## src/rtl/gpo_pkg.sv

```systemverilog
// Shared types, register codes and constants for the glyph pixel overlay unit.
`default_nettype none

package gpo_pkg;

  // Register file geometry: seven 32-bit registers at word addresses.
  localparam int unsigned RegCount = 7;
  localparam int unsigned AddrW    = 5;
  localparam int unsigned DataW    = 32;
  localparam int unsigned IdxW     = 3;

  // Register indexes.
  localparam logic [IdxW-1:0] RegMode     = 3'd0;
  localparam logic [IdxW-1:0] RegTextLuma = 3'd1;
  localparam logic [IdxW-1:0] RegTextCb   = 3'd2;
  localparam logic [IdxW-1:0] RegTextCr   = 3'd3;
  localparam logic [IdxW-1:0] RegEdgeLuma = 3'd4;
  localparam logic [IdxW-1:0] RegEdgeCb   = 3'd5;
  localparam logic [IdxW-1:0] RegEdgeCr   = 3'd6;

  // Drawing modes.
  localparam logic [2:0] ModeGrayXor    = 3'd0;
  localparam logic [2:0] ModeMonoXor    = 3'd1;
  localparam logic [2:0] ModeGrayBlend  = 3'd2;
  localparam logic [2:0] ModeMonoFill   = 3'd3;
  localparam logic [2:0] ModeMonoStroke = 3'd4;

  // Reset values of the registers.
  localparam logic [2:0] ModeReset     = ModeGrayBlend;
  localparam logic [7:0] TextLumaReset = 8'hFF;
  localparam logic [7:0] TextCbReset   = 8'h80;
  localparam logic [7:0] TextCrReset   = 8'h80;
  localparam logic [7:0] EdgeLumaReset = 8'h00;
  localparam logic [7:0] EdgeCbReset   = 8'h80;
  localparam logic [7:0] EdgeCrReset   = 8'h80;

  // Full-scale value used by the xor and blend paths.
  localparam logic [7:0] FullScale = 8'hFF;

  // Input beat: one pixel of glyph data and background.
  typedef struct packed {
    logic [7:0] coverage;
    logic [7:0] neighbour_bits;
    logic [7:0] back_luma;
    logic [7:0] back_cb;
    logic [7:0] back_cr;
  } in_beat_t;

  // Output beat: one composited pixel.
  typedef struct packed {
    logic [7:0] out_luma;
    logic [7:0] out_cb;
    logic [7:0] out_cr;
    logic       touched;
  } out_beat_t;

  // Configuration seen by the compositing logic.
  typedef struct packed {
    logic [2:0] mode;
    logic [7:0] text_luma;
    logic [7:0] text_cb;
    logic [7:0] text_cr;
    logic [7:0] edge_luma;
    logic [7:0] edge_cb;
    logic [7:0] edge_cr;
  } cfg_t;

endpackage

`default_nettype wire

```

## src/rtl/glyph_pixel_overlay_yuv_unit.sv

```systemverilog
// Top level of the glyph pixel overlay unit: input register, compositing, result register.
// The unit takes one pixel beat per clock and returns one composited beat per clock while the
// consumer keeps taking results, so beats can follow back to back. An accepted beat lands in
// the input register, passes the compositing logic and is captured in the result register.
// The input register refills in the same cycle that its pixel moves on. A stalled consumer
// therefore holds back the input once both registers are full. The compositing logic between
// the two registers sets the clock period, not the beat rate: one 8x8 multiply pair and an add
// per color component. The user must see that registers are written through the APB-style port
// only while no pixel is in flight; the unit itself does not enforce this.
`default_nettype none

module glyph_pixel_overlay_yuv_unit (
  input  wire logic                      clk_i,
  input  wire logic                      rst_ni,
  input  wire logic                      in_valid_i,
  output      logic                      in_ready_o,
  input  wire gpo_pkg::in_beat_t         in_beat_i,
  output      logic                      out_valid_o,
  input  wire logic                      out_ready_i,
  output      gpo_pkg::out_beat_t        out_beat_o,
  input  wire logic                      psel,
  input  wire logic                      penable,
  input  wire logic                      pwrite,
  input  wire logic [gpo_pkg::AddrW-1:0] paddr,
  input  wire logic [gpo_pkg::DataW-1:0] pwdata,
  output      logic [gpo_pkg::DataW-1:0] prdata,
  output      logic                      pready
);

  gpo_pkg::cfg_t      cfg;
  gpo_pkg::in_beat_t  pix_q;
  gpo_pkg::out_beat_t res_d;
  gpo_pkg::out_beat_t res_q;
  logic               pix_valid_q;
  logic               res_valid_q;
  logic               res_ready;
  logic               pix_load;
  logic               res_load;

  gpo_regs u_regs (
    .clk_i   (clk_i),
    .rst_ni  (rst_ni),
    .psel    (psel),
    .penable (penable),
    .pwrite  (pwrite),
    .paddr   (paddr),
    .pwdata  (pwdata),
    .prdata  (prdata),
    .pready  (pready),
    .cfg_o   (cfg)
  );

  // Each stage takes a new beat when it is empty or its content moves on.
  assign res_ready  = ~res_valid_q | out_ready_i;
  assign in_ready_o = ~pix_valid_q | res_ready;
  assign pix_load   = in_valid_i & in_ready_o;
  assign res_load   = pix_valid_q & res_ready;

  // Input stage.
  always_ff @(posedge clk_i or negedge rst_ni) begin
    if (!rst_ni) begin
      pix_valid_q <= 1'b0;
    end else if (in_ready_o) begin
      pix_valid_q <= in_valid_i;
    end
  end

  always_ff @(posedge clk_i) begin
    if (pix_load) begin
      pix_q <= in_beat_i;
    end
  end

  gpo_compose u_compose (
    .pix_i (pix_q),
    .cfg_i (cfg),
    .res_o (res_d)
  );

  // Result stage.
  always_ff @(posedge clk_i or negedge rst_ni) begin
    if (!rst_ni) begin
      res_valid_q <= 1'b0;
    end else if (res_ready) begin
      res_valid_q <= pix_valid_q;
    end
  end

  always_ff @(posedge clk_i) begin
    if (res_load) begin
      res_q <= res_d;
    end
  end

  assign out_valid_o = res_valid_q;
  assign out_beat_o  = res_q;

endmodule

`default_nettype wire

```

## src/rtl/gpo_regs.sv

```systemverilog
// APB-style configuration registers of the glyph pixel overlay unit.
`default_nettype none

module gpo_regs (
  input  wire logic                      clk_i,
  input  wire logic                      rst_ni,
  input  wire logic                      psel,
  input  wire logic                      penable,
  input  wire logic                      pwrite,
  input  wire logic [gpo_pkg::AddrW-1:0] paddr,
  input  wire logic [gpo_pkg::DataW-1:0] pwdata,
  output      logic [gpo_pkg::DataW-1:0] prdata,
  output      logic                      pready,
  output      gpo_pkg::cfg_t             cfg_o
);

  gpo_pkg::cfg_t             cfg_q;
  gpo_pkg::cfg_t             cfg_d;
  logic [gpo_pkg::IdxW-1:0]  reg_idx;
  logic                      wr_en;

  assign pready  = 1'b1;
  assign reg_idx = paddr[gpo_pkg::AddrW-1:2];
  assign wr_en   = psel & penable & pwrite;

  // Write decode; an index past the last register is ignored.
  always_comb begin
    cfg_d = cfg_q;
    if (wr_en) begin
      case (reg_idx)
        gpo_pkg::RegMode:     cfg_d.mode      = pwdata[2:0];
        gpo_pkg::RegTextLuma: cfg_d.text_luma = pwdata[7:0];
        gpo_pkg::RegTextCb:   cfg_d.text_cb   = pwdata[7:0];
        gpo_pkg::RegTextCr:   cfg_d.text_cr   = pwdata[7:0];
        gpo_pkg::RegEdgeLuma: cfg_d.edge_luma = pwdata[7:0];
        gpo_pkg::RegEdgeCb:   cfg_d.edge_cb   = pwdata[7:0];
        gpo_pkg::RegEdgeCr:   cfg_d.edge_cr   = pwdata[7:0];
        default: ;
      endcase
    end
  end

  always_ff @(posedge clk_i or negedge rst_ni) begin
    if (!rst_ni) begin
      cfg_q.mode      <= gpo_pkg::ModeReset;
      cfg_q.text_luma <= gpo_pkg::TextLumaReset;
      cfg_q.text_cb   <= gpo_pkg::TextCbReset;
      cfg_q.text_cr   <= gpo_pkg::TextCrReset;
      cfg_q.edge_luma <= gpo_pkg::EdgeLumaReset;
      cfg_q.edge_cb   <= gpo_pkg::EdgeCbReset;
      cfg_q.edge_cr   <= gpo_pkg::EdgeCrReset;
    end else begin
      cfg_q <= cfg_d;
    end
  end

  // Read mux, zero-extended to the bus width.
  always_comb begin
    prdata = '0;
    case (reg_idx)
      gpo_pkg::RegMode:     prdata = {29'd0, cfg_q.mode};
      gpo_pkg::RegTextLuma: prdata = {24'd0, cfg_q.text_luma};
      gpo_pkg::RegTextCb:   prdata = {24'd0, cfg_q.text_cb};
      gpo_pkg::RegTextCr:   prdata = {24'd0, cfg_q.text_cr};
      gpo_pkg::RegEdgeLuma: prdata = {24'd0, cfg_q.edge_luma};
      gpo_pkg::RegEdgeCb:   prdata = {24'd0, cfg_q.edge_cb};
      gpo_pkg::RegEdgeCr:   prdata = {24'd0, cfg_q.edge_cr};
      default:              prdata = '0;
    endcase
  end

  assign cfg_o = cfg_q;

endmodule

`default_nettype wire

```

## src/rtl/gpo_compose.sv

```systemverilog
// Per-pixel compositing logic: xor, alpha blend, fill and stroke.
`default_nettype none

module gpo_compose (
  input  wire gpo_pkg::in_beat_t  pix_i,
  input  wire gpo_pkg::cfg_t      cfg_i,
  output      gpo_pkg::out_beat_t res_o
);

  logic        set;
  logic        edge_hit;
  logic [7:0]  inv_a;
  logic [15:0] mix_luma;
  logic [15:0] mix_cb;
  logic [15:0] mix_cr;

  assign set      = (pix_i.coverage != 8'd0);
  assign edge_hit = (pix_i.neighbour_bits != 8'd0);
  assign inv_a    = gpo_pkg::FullScale - pix_i.coverage;

  // Alpha blend per component; the sum stays below 2^16.
  assign mix_luma = 16'(pix_i.back_luma * inv_a) + 16'(cfg_i.text_luma * pix_i.coverage);
  assign mix_cb   = 16'(pix_i.back_cb * inv_a) + 16'(cfg_i.text_cb * pix_i.coverage);
  assign mix_cr   = 16'(pix_i.back_cr * inv_a) + 16'(cfg_i.text_cr * pix_i.coverage);

  // Mode select; anything not written passes the background through.
  always_comb begin
    res_o.out_luma = pix_i.back_luma;
    res_o.out_cb   = pix_i.back_cb;
    res_o.out_cr   = pix_i.back_cr;
    res_o.touched  = 1'b0;
    case (cfg_i.mode)
      gpo_pkg::ModeGrayXor: begin
        res_o.out_luma = pix_i.back_luma ^ pix_i.coverage;
        res_o.touched  = set;
      end
      gpo_pkg::ModeMonoXor: begin
        if (set) begin
          res_o.out_luma = pix_i.back_luma ^ gpo_pkg::FullScale;
          res_o.touched  = 1'b1;
        end
      end
      gpo_pkg::ModeGrayBlend: begin
        res_o.out_luma = mix_luma[15:8];
        res_o.out_cb   = mix_cb[15:8];
        res_o.out_cr   = mix_cr[15:8];
        res_o.touched  = 1'b1;
      end
      gpo_pkg::ModeMonoFill, gpo_pkg::ModeMonoStroke: begin
        if (set) begin
          res_o.out_luma = cfg_i.text_luma;
          res_o.out_cb   = cfg_i.text_cb;
          res_o.out_cr   = cfg_i.text_cr;
          res_o.touched  = 1'b1;
        end else if ((cfg_i.mode == gpo_pkg::ModeMonoStroke) && edge_hit) begin
          res_o.out_luma = cfg_i.edge_luma;
          res_o.out_cb   = cfg_i.edge_cb;
          res_o.out_cr   = cfg_i.edge_cr;
          res_o.touched  = 1'b1;
        end
      end
      default: ;
    endcase
  end

endmodule

`default_nettype wire

```

## config.mk

```make
export PLATFORM = sky130hd
export DESIGN_NAME = glyph_pixel_overlay_yuv_unit
export DESIGN_NICKNAME = d
export VERILOG_FILES = /design/src/rtl/gpo_pkg.sv /design/src/rtl/glyph_pixel_overlay_yuv_unit.sv /design/src/rtl/gpo_regs.sv /design/src/rtl/gpo_compose.sv
export SDC_FILE = /design/constraint.sdc
export NUM_CORES = 1
export LEC_CHECK = 0
export ABC_AREA = 0
export ABC_CLOCK_PERIOD_IN_PS = 11400
export BUFFER_PORTS_ARGS = -buffer_cell sky130_fd_sc_hd__buf_2
export CAP_MARGIN = 0
export CORE_ASPECT_RATIO = 0.8
export CORE_MARGIN = 2
export CORE_UTILIZATION = 40
export CTS_CLUSTER_DIAMETER = 60
export DETAILED_ROUTE_END_ITERATION = 6
export SYNTH_ARGS = -nofsm -noshare
export SYNTH_HDL_FRONTEND = slang
export SYNTH_SLANG_ARGS = --single-unit
```

## constraint.sdc

```tcl
create_clock -name clk_i -period 11.4 [get_ports clk_i]
set_input_delay 0.57 -clock clk_i [delete_from_list [all_inputs] [get_ports clk_i]]
set_output_delay 0.57 -clock clk_i [all_outputs]
set_load 0.02 [all_outputs]
```

== Word-level counts from Yosys, hierarchy flattened ==
Cells that the tools add are included.

* Logic and storage cells: 69
* Output and inout bits: 60
* Input bits: 84
* Bits in registers: 118

* Reductions and logical operators: 13
* Bitwise logic cells: 10
* Equal/unequal tests: 10
* $add $sub $neg: 4
* Multiply operators: 6
* Multiplexer cells: 8

{| class="wikitable"
|+ Operator list
! operator !! number
|-
| 8-bit by 8-bit multiplier with 16-bit output || 6
|-
| 8-bit case mux with 7 select lines || 1
|-
| 25-bit 2-to-1 mux || 2
|-
| 16-bit adder || 3
|-
| 16-bit case mux with 2 select lines || 1
|-
| 8-bit case mux with 4 select lines || 1
|-
| 8-bit nonzero test || 2
|-
| 2-bit AND reduction || 7
|-
| 3-bit by 2-bit == test with 1-bit output (second input constant) || 4
|-
| 3-bit == test (second input constant) || 4
|-
| 8-bit 2-to-1 mux || 1
|-
| 8-bit NOT || 1
|-
| 8-bit subtractor (first input constant) || 1
|-
| 8-bit XOR || 1
|-
| 3-bit by 1-bit == test with 1-bit output (second input constant) || 2
|-
| 3-bit zero test || 2
|-
| 1-bit AND || 4
|-
| 1-bit case mux with 4 select lines || 1
|-
| 1-bit NOT || 2
|-
| 1-bit bitwise OR || 2
|-
| 2-bit OR reduction || 1
|-
| 1-bit logical AND || 1
|-
| 1-bit 2-to-1 mux || 1
|}

== Depth between registers and ports, before layout ==
Gate-level depths: netlist of run 1.

* Depth after elaboration: 5
* Gate-level depth with buffers: 23
* Mapped depth without buffers: 21

== By module ==
A second synthesis of run 1 with hierarchy kept.

* Cell total of the unflattened synthesis: 1851
* Area, all modules: 18464.0 µm²

{| class="wikitable"
|+ Modules (own cells, without submodules)
! module !! cells each !! times used !! area an instance (µm²)
|-
| gpo_compose || 1580 || 1 || 13767.0
|-
| gpo_regs || 198 || 1 || 2641.3
|-
| glyph_pixel_overlay_yuv_unit || 73 || 1 || 2055.7
|}

== Least setup slack after synthesis of run 1 ==
No wires, ideal clock.

* Kind: register to register
* Start point: reg pix_q[33] in the netlist's numbering
* End point: reg res_q, in the netlist out_beat_o[6] (data pin)
* Clock period less this slack: 6.041 ns
* Library setup time: 0.261 ns
* Slack: 5.359 ns
* Cell stages (with the launch flop): 22
* Arrival: 5.780 ns
* Cell sequence: edfxtp_1 > clkbuf_1 > inv_1 > clkbuf_1 > nand2_1 > fa_1 > fa_1 > inv_1 > fa_1 > fa_1 > fa_1 > inv_1 > fa_1 > inv_1 > ha_1 > o21a_1 > o211a_1 > a221o_1 > a31o_4 > o21ai_0 > a21oi_1 > a221o_1

{| class="wikitable"
|+ RTL lines
! item !! line !! RTL
|-
| start: declaration || glyph_pixel_overlay_yuv_unit.sv:31 || <nowiki>gpo_pkg::in_beat_t pix_q;</nowiki>
|-
| start signal: assignment || glyph_pixel_overlay_yuv_unit.sv:70 || <nowiki>pix_q <= in_beat_i;</nowiki>
|-
| end signal: assignment || glyph_pixel_overlay_yuv_unit.sv:91 || <nowiki>res_q <= res_d;</nowiki>
|-
| end: declaration || glyph_pixel_overlay_yuv_unit.sv:33 || <nowiki>gpo_pkg::out_beat_t res_q;</nowiki>
|}

==> flow_summary.ini, run 1 <==
[drt]
vias = 13120
post_drt_wl_per_cell_microns = 19.0
drt-vias-per-instance = 5.10
ant_nets = 0
initialDrtViolationCount = 858
firstDrtPassIters = 5
drc = 0
drt_wl_total_microns = 49000

[clocking]
post_cts_buffers = 0
clkLatencyLatePin_ns = 0.46
h-tree-depth = 4
cts_resized = 0
cts_tree = done
cts_root_buffer = clkbuf_16
clk_pin_slew_worst_paths_ns = 0.07
cts_buffer_depth = 2
cts.sinks = 118
cts_buffers = 17
hold_buffers = 0

[final_layout]
multi_input_area_sq_mm = 0.0131
areaGrowthSynthToFinish_pct = 7.45
diodes = 0
drive_above_1_share_pct = 11.3
register_area_sq_mm = 0.00329
finalNetCount = 2507
fill_cells = 4433
fin_area_sq_mm = 0.0198

[power_and_ir_drop]
total_leakage_power_nw = 9.73
p_per_area_mw_per_mm2 = 297
p_total_mw = 5.88
ir_drop_mv = 0.258

[setup_path]
worst-path-max-fanout = 41
path_cells = buf_4 > clkinv_1 > ha_1 > fa_1 > inv_1 > fa_1 > inv_1 > fa_1 > fa_1 > fa_1 > inv_1 > fa_1 > inv_1 > ha_1 > a21oi_1 > o21ai_0 > a21oi_1 > a21oi_1 > and4_1 > or3_1
slowest_delay_ns = 0.61
critPathRequiredTime_ns = 11.59
startpoint_type = register
r2r_slack_ns = 4.26
critPathTopFamily = adder cells
critical_path_depth = 20
setup.worst_path.start = pix_q[36]
cp.arrival_ns = 7.32
cpMostUsedCell = fa_1
critPathCaptureType = register
reg2regPathDepth = 20
crit_end = out_beat_o[24]
r2r_end = out_beat_o[24]
critical-path-slowest-cell = clkinv_1
cp.buffers_inverters = 6
critPathKind = reg -> reg
r2r_start = pix_q[36]

[floorplanning]
die_h_microns = 196
core-area_sq_mm = 0.0456
initial_core_util_pct = 40.4
fp.dieW_microns = 244
die_area_sq_mm = 0.0478
placementRows = 70
io_pins = 144

[global_route]
track_usage_pct = 21.7
grt_pass1_wl_microns = 79600
grt_max_degree = 54
antenna_found_initial = 2
grt_pass1_vias = 14062
grt-ovfl-total = 0

[flow_run]
cap_violations = 0

[min_path]
hp-class = in -> async

[timing]
slew_viol_final = 0
tns_ns = 0
relSlewSlack_pct = 39.2
finalSetupViolations = 0
tightest_slew_ns = 0.908
post-route-period-util_pct = 62.6
timing.fmax_mhz = 140
post-route-min-period_ns = 7.14
final_hold_viol_count = 0
rsz0062_at_grt = false
fin_worst_skew_ns = 0.0192

[synth]
synth_top_area_share_pct = 30.9
netlist_area_sq_mm = 0.0184
avgSynthCellArea_sq_um = 9.54
synth-main-ff-cell = edfxtp_1
synth_top_cell_by_area = fa_1
yosysWarnings = 0
ys_seq_area_share_pct = 17.9
synth-async-reset-ratio_pct = 44.9
yosysUniqueCellTypes = 65
synth_area_leaders = fa_1 31%, ha_1 13%, edfxtp_1 11%
synth_seq_cells = 118
synth_edf_count = 65
synth_cells = 1932

[run_status]
outcome = finished clean

[placed_design]
portBuffers = 92
place_hpwl_microns = 36500
place_area_sq_mm = 0.0192
place_congestion = 0.872
==> through the flow <==
step | hold WS, ns | worst slack (ns) | utilization [%] | instances
after floorplan | 0.274 | 5.36 | - | 1955
after global placement | 0.461 | 4.39 | 42.2 | 2543
after detailed placement | 0.498 | 4.32 | 42.2 | 2543
after CTS | 0.239 | 4.30 | 43.4 | 2575
after global routing | 0.269 | 3.96 | 43.4 | 2575
final | 0.231 | 4.26 | 43.4 | 2575
==> report_power, final <==
group	internal, mW	switching, mW	total (mW)	leakage, nW
clock	0.307	0.260	0.567	0.278
sequential	0.575	0.135	0.710	1.27
combinational	1.94	2.67	4.60	8.18
==> kinds of logic (layout without fill, tap and decap cells) <==
logic type,after synthesis,in the layout,synth area share [%]
flops,118,118,17.9
compound gates,173,173,6.04
xor+xnor,29,29,1.38
buf+inv,544,552,11.8
other cells,2,25,0.0407
fa+ha+maj,473,473,43.7
simple gates,517,517,14.6
mux,76,76,4.64
==> cell usage in the layout, fill, tap and decap left out, types with 17 or more instances in the layout <==
cell / instances
edfxtp_1: 65
mux2_2: 56
mux2i_1: 18
buf_2: 92
conb_1: 25
dfrtp_1: 40
a21oi_1: 51
clkbuf_16: 17
nand2_1: 182
nor2b_1: 108
fa_1: 285
inv_1: 410
and2_1: 126
ha_1: 188
xnor2_1: 18
nor2_1: 43
o21ai_0: 44
==> synth_stat cells (5+ instances only) <==
library cell	n
mux2i_1	18
nand2b_1	6
a211oi_1	11
dfrtp_1	40
nand2_1	182
a21o_1	5
nor2b_1	108
mux2_2	56
clkbuf_1	86
xor2_1	11
ha_1	188
nand4_1	6
a221o_1	6
edfxtp_1	65
inv_1	410
a21oi_1	51
and2_1	128
o21ai_0	44
nand3_1	15
xnor2_1	18
a31oi_1	7
nor3_1	7
buf_4	26
nor2_1	43
fa_1	285
dfstp_2	13
buf_2	13
==> how the worst min path moves through the flow <==
| stage | slack (ns) | end | from |
|---|---|---|---|
| CTS | 0.24 | u_regs.cfg_o[4] | rst_ni |
| finish | 0.23 | pix_valid_q | rst_ni |
| global placement | 0.46 | out_valid_o | pix_valid_q |
| global route | 0.27 | pix_q[18] | in_beat_i[18] |
| detailed placement | 0.50 | out_valid_o | pix_valid_q |
| floorplan | 0.27 | out_valid_o | rst_ni |
==> state kept, by name, indices dropped and copies added, names as in the netlist <==
name and count:
out_beat_o 25, out_valid_o 1, pix_q 40, pix_valid_q 1
u_regs.cfg_o 51
==> final cells by class <==
class	count	area share [%]
inverter	413	7.82
multi-input combinational	1293	65.9
timing repair buffer	107	2.89
clock inverter	14	0.695
clock buffer	18	2.17
tap	612	3.86
sequential	118	16.6
==> per-layer routing <==
metal | vias to the layer above | GRT usage [%] | part of all wire (%)
met4 | 2 | 4.29 | 1.4
met5 | - | 0 | 0.014
li1 | 5974 | - | -
met3 | 46 | 4.21 | 6.6
met1 | 6711 | 31.8 | 48
met2 | 387 | 33.6 | 44
(Power assumes the default switching activity.)
==> run 2: changes to the inputs <==
ABC_CLOCK_PERIOD_IN_PS = 7100   (was 11400)
clock period = 7.1 ns   (was 11.4 ns; I/O delays follow)
==> run 2 against run 1 <==
  * Core utilization rose by 0.17 points
  * Clock skew rose by 0.00053 ns
  * Global-route usage rose by 0.28 points
  * Sequential power rose by 61%
  * Power rose by 62%
  * Sequential share of layout area fell by 0.066 points
  * Critical path depth fell by 1
  * Register-to-register slack got worse by 3.7 ns
  * Wire length rose by 1.8%
  * Worst setup slack got worse by 3.7 ns
  * Final cell count rose by 0.43%
  * Die area did not move
  * Largest cell class unchanged
  * Highest routed layer unchanged
==> flow_summary.ini, run 2 (synthesis results as in run 1) <==
[timing]
finalSetupViolations = 0
tns_ns = 0
relSlewSlack_pct = 36.6
post-route-min-period_ns = 6.53
timing.final.ws_setup_ns = 0.570
slew_viol_final = 0
fin_worst_skew_ns = 0.0197
rsz0062_at_grt = false
post-route-period-util_pct = 92.0
tightest_slew_ns = 0.950
final_hold_viol_count = 0
timing.fmax_mhz = 153

[placed_design]
place_hpwl_microns = 37800
place_congestion = 0.877
place_area_sq_mm = 0.0193
post-place-ws_ns = 0.685
portBuffers = 92

[setup_path]
critical-path-slowest-cell = fa_1
cpMostUsedCell = fa_1
setup.worst_path.start = pix_q[36]
cp.arrival_ns = 6.74
r2r_end = out_beat_o[24]
critPathTopFamily = adder cells
cp.buffers_inverters = 5
critPathKind = reg -> reg
critPathRequiredTime_ns = 7.31
critical_path_depth = 19
reg2regPathDepth = 19
critPathCaptureType = register
slowest_delay_ns = 0.53
worst-path-max-fanout = 9
crit_end = out_beat_o[24]
startpoint_type = register
path_cells = clkinv_1 > ha_1 > fa_1 > inv_1 > fa_1 > inv_1 > fa_1 > fa_1 > fa_1 > inv_1 > fa_1 > inv_1 > ha_1 > and4_1 > a41o_1 > a21oi_1 > a21oi_1 > and4_1 > or3_1
r2r_slack_ns = 0.57
r2r_start = pix_q[36]

[flow_run]
cap_violations = 0

[final_layout]
areaGrowthSynthToFinish_pct = 7.88
fill_cells = 4386
layout_commonest_cell = inv_1
final_cell_mix = 410 x inv_1, 285 x fa_1, 188 x ha_1, 182 x nand2_1, 126 x and2_1
finalNetCount = 2516
drive_above_1_share_pct = 11.8
utilization_pct = 43.6
fin_area_sq_mm = 0.0199
largest_reg_flops = 51

[clocking]
hold_buffers = 1
cts.sinks = 118
cts_resized = 0
cts_buffer_depth = 2
h-tree-depth = 4
clkLatencyLatePin_ns = 0.48
post_cts_buffers = 0
cts_tree = done
cts_root_buffer = clkbuf_16
clk_pin_slew_worst_paths_ns = 0.07
cts_buffers = 17

[drt]
ant_nets = 0
drt_wl_total_microns = 49900
vias = 13331
firstDrtPassIters = 6
drc = 0
post_drt_wl_per_cell_microns = 19.3
initialDrtViolationCount = 1015
drt-vias-per-instance = 5.16

[global_route]
met2_usage_pct = 33.6
antenna_found_initial = 2
grt.met3_usage_pct = 4.42
busiest_layer = met2
grt_max_degree = 54
grt_pass1_vias = 14095
grt-ovfl-total = 0
grt.met1_usage_pct = 32.1
track_usage_pct = 22.0
grt_pass1_wl_microns = 80500

[power_and_ir_drop]
p_per_area_mw_per_mm2 = 479
ir_drop_mv = 0.411
total_leakage_power_nw = 9.78

[floorplanning]
initial_core_util_pct = 40.4
die_h_microns = 196
placementRows = 70
die_area_sq_mm = 0.0478
core-area_sq_mm = 0.0456
io_pins = 144
fp.dieW_microns = 244

[run_status]
outcome = finished clean

[min_path]
hp-class = in -> reg
==> run 2: worst min-delay path by stage <==
| stage | cells past startpoint | slack, ns | from | end |
|---|---|---|---|---|
| after floorplan | 0 | 0.06 | rst_ni | out_valid_o |
| after global placement | 1 | 0.46 | pix_valid_q | out_valid_o |
| after detailed placement | 1 | 0.49 | pix_valid_q | out_valid_o |
| after CTS | 1 | 0.02 | in_beat_i[35] | pix_q[35] |
| after global routing | 1 | 0.04 | in_beat_i[35] | pix_q[35] |
| final | 1 | 0.05 | in_beat_i[7] | pix_q[7] |
==> run 2: per-layer routing <==
metal	wire, microns	vias to the layer above	part of all wire, %
met5	13	-	0.026
met4	725	2	1.5
met3	3780	57	7.6
met2	22100	487	44
met1	23300	6809	47
li1	-	5976	-
==> run 2: through the flow <==
stage          cells  power (mW)  hold slack (ns)
3_5_place_dp    2551        8.57            0.492
2_1_floorplan   1955        6.68           0.0594
4_1_cts         2584        9.54           0.0189
5_1_grt         2584        10.7           0.0413
6_report        2586        9.53           0.0534
3_3_place_gp    2551        8.39            0.461
==> run 2: layout make-up <==
cell class	count	area [sq um]	area share (%)
timing repair buffer	116	656	3.30
clock inverter	15	133	0.667
sequential	118	3290	16.6
antenna	2	5.00	0.0252
multi-input combinational	1293	13100	65.7
tap	612	766	3.85
clock buffer	17	425	2.14
inverter	413	1550	7.79
==> run 2: power by group <==
group	total, mW	internal, mW	switching [mW]
clock network	0.888	0.462	0.426
logic	7.50	3.12	4.39
registers	1.14	0.924	0.216
total	9.53	4.50	5.03
==> run 3: changes to the inputs <==
CELL_PAD_IN_SITES_DETAIL_PLACEMENT = 1   (was not set)
CELL_PAD_IN_SITES_GLOBAL_PLACEMENT = 1   (was not set)
PLACE_DENSITY_LB_ADDON = 0.1   (was not set)
==> run 3 against run 2 <==
  * Power grew 3.5%
  * Flip-flop and latch count did not move
  * Sequential share of layout area down 0.13 points
  * Largest power group unchanged
==> flow_summary.ini, run 3 (synthesis results as in run 1) <==
[drt]
maxUsedRoutingLayer = met5
drc = 0
drt-vias-per-instance = 5.10
post_drt_wl_per_cell_microns = 21.6
ant_nets = 0
route.met3.wl_microns = 2690
initialDrtViolationCount = 618
drt_wl_total_microns = 55800
vias = 13215
firstDrtPassIters = 7
met2_length_microns = 25600
met1_length_microns = 26800

[placed_design]
place_congestion = 0.845
place_inst = 2558
post-place-ws_ns = 0.535
portBuffers = 92
place_hpwl_microns = 43200
place_area_sq_mm = 0.0194

[global_route]
antenna_found_initial = 7
grt-ovfl-total = 0
grt_pass1_vias = 14989
grt_max_degree = 54
grt_pass1_wl_microns = 88000
track_usage_pct = 24.6

[setup_path]
r2r_end = out_beat_o[24]
cp.arrival_ns = 6.85
r2r_slack_ns = 0.45
critPathKind = reg -> reg
startpoint_type = register
worst-path-max-fanout = 13
setup.worst_path.start = pix_q[33]
reg2regPathDepth = 19
critPathRequiredTime_ns = 7.30
critPathCaptureType = register
r2r_start = pix_q[33]

[clocking]
hold_buffers = 0
cts_resized = 0
post_cts_buffers = 0
clk_pin_slew_worst_paths_ns = 0.06
cts_tree = done
cts_root_buffer = clkbuf_16
cts_buffers = 17
cts.sinks = 118
cts_buffer_depth = 2
clkLatencyLatePin_ns = 0.47
h-tree-depth = 4

[final_layout]
areaGrowthSynthToFinish_pct = 8.71
fill_cells = 5209
utilization_pct = 43.9
finalNonFillerCells = 2590
finalNetCount = 2522
fin_area_sq_mm = 0.0200
drive_above_1_share_pct = 12.0
diodes = 0
multi_input_area_sq_mm = 0.0131
largest_reg_flops = 51
final_cell_mix = 410 x inv_1, 285 x fa_1, 188 x ha_1, 182 x nand2_1, 127 x and2_1
layout_commonest_cell = inv_1
register_area_sq_mm = 0.00329

[power_and_ir_drop]
p_per_area_mw_per_mm2 = 492
p_total_mw = 9.86
total_leakage_power_nw = 9.86
p_comb_share_pct = 78.4
ir_drop_mv = 0.447
p_sw_mw = 5.16
seqPwrFrac_pct = 11.6
p_clk_share_pct = 9.9
sw_frac_of_total_pct = 52.3
p_int_mw = 4.70

[timing]
tns_ns = 0
tightest_slew_ns = 0.848
rsz0062_at_grt = false
timing.final.ws_setup_ns = 0.450
timing.fmax_mhz = 150
fin_worst_skew_ns = 0.0191
post-route-min-period_ns = 6.65
relSlewSlack_pct = 43.3
final_hold_viol_count = 0
post-route-period-util_pct = 93.7
fin_hold_ws_ns = 0.00522
slew_viol_final = 0
finalSetupViolations = 0

[floorplanning]
die_area_sq_mm = 0.0478
initial_core_util_pct = 40.4
fp.dieW_microns = 244
placementRows = 70
io_pins = 144
die_h_microns = 196
core-area_sq_mm = 0.0456

[min_path]
hp-class = in -> async

[flow_run]
cap_violations = 0

[run_status]
outcome = finished clean
## run 3: layer usage
metal / vias to the layer above / GRT usage (%)
met2: 286 / 39.5
li1: 5986 / -
met3: 55 / 4.39
met1: 6884 / 35.0
met5: - / 0
met4: 4 / 4.81
## run 3: worst max path at each step
stage	endpoint	cells after the start
finish	out_beat_o[24]	19
global placement	out_beat_o[24]	19
floorplan	out_beat_o[6]	21
CTS	out_beat_o[24]	19
global route	out_beat_o[24]	19
detailed placement	out_beat_o[24]	19
## run 3: worst max-delay path, stage by stage (launching register included)
cell      delay (ns)
edfxtp_1        0.39
inv_1           0.56
nand2_1         0.20
fa_1            0.54
fa_1            0.54
inv_1           0.05
fa_1            0.49
fa_1            0.51
fa_1            0.49
inv_1           0.05
fa_1            0.48
inv_1           0.04
ha_1            0.32
a21o_1          0.19
a21oi_1         0.26
o21ai_0         0.15
a21oi_1         0.33
a21oi_1         0.24
and4_1          0.24
or3_1           0.31
## run 3: final cells by class
cell class / instances / share of cell area, %
multi-input cells: 1293 / 65.2
flip-flops and latches: 118 / 16.4
inverters: 413 / 7.73
well taps: 612 / 3.82
repair buffers: 122 / 3.61
clock buffers: 20 / 2.44
clock inverters: 12 / 0.805
## run 3: power by group through the flow
stage               Combinational [mW]  Clock [mW]  Sequential, mW
finish                            7.73       0.980            1.15
global route                      8.91        1.02            1.17
CTS                               7.81        1.00            1.15
detailed placement                7.73           0            1.16
global placement                  7.49           0            1.15
floorplan                         5.62           0            1.07
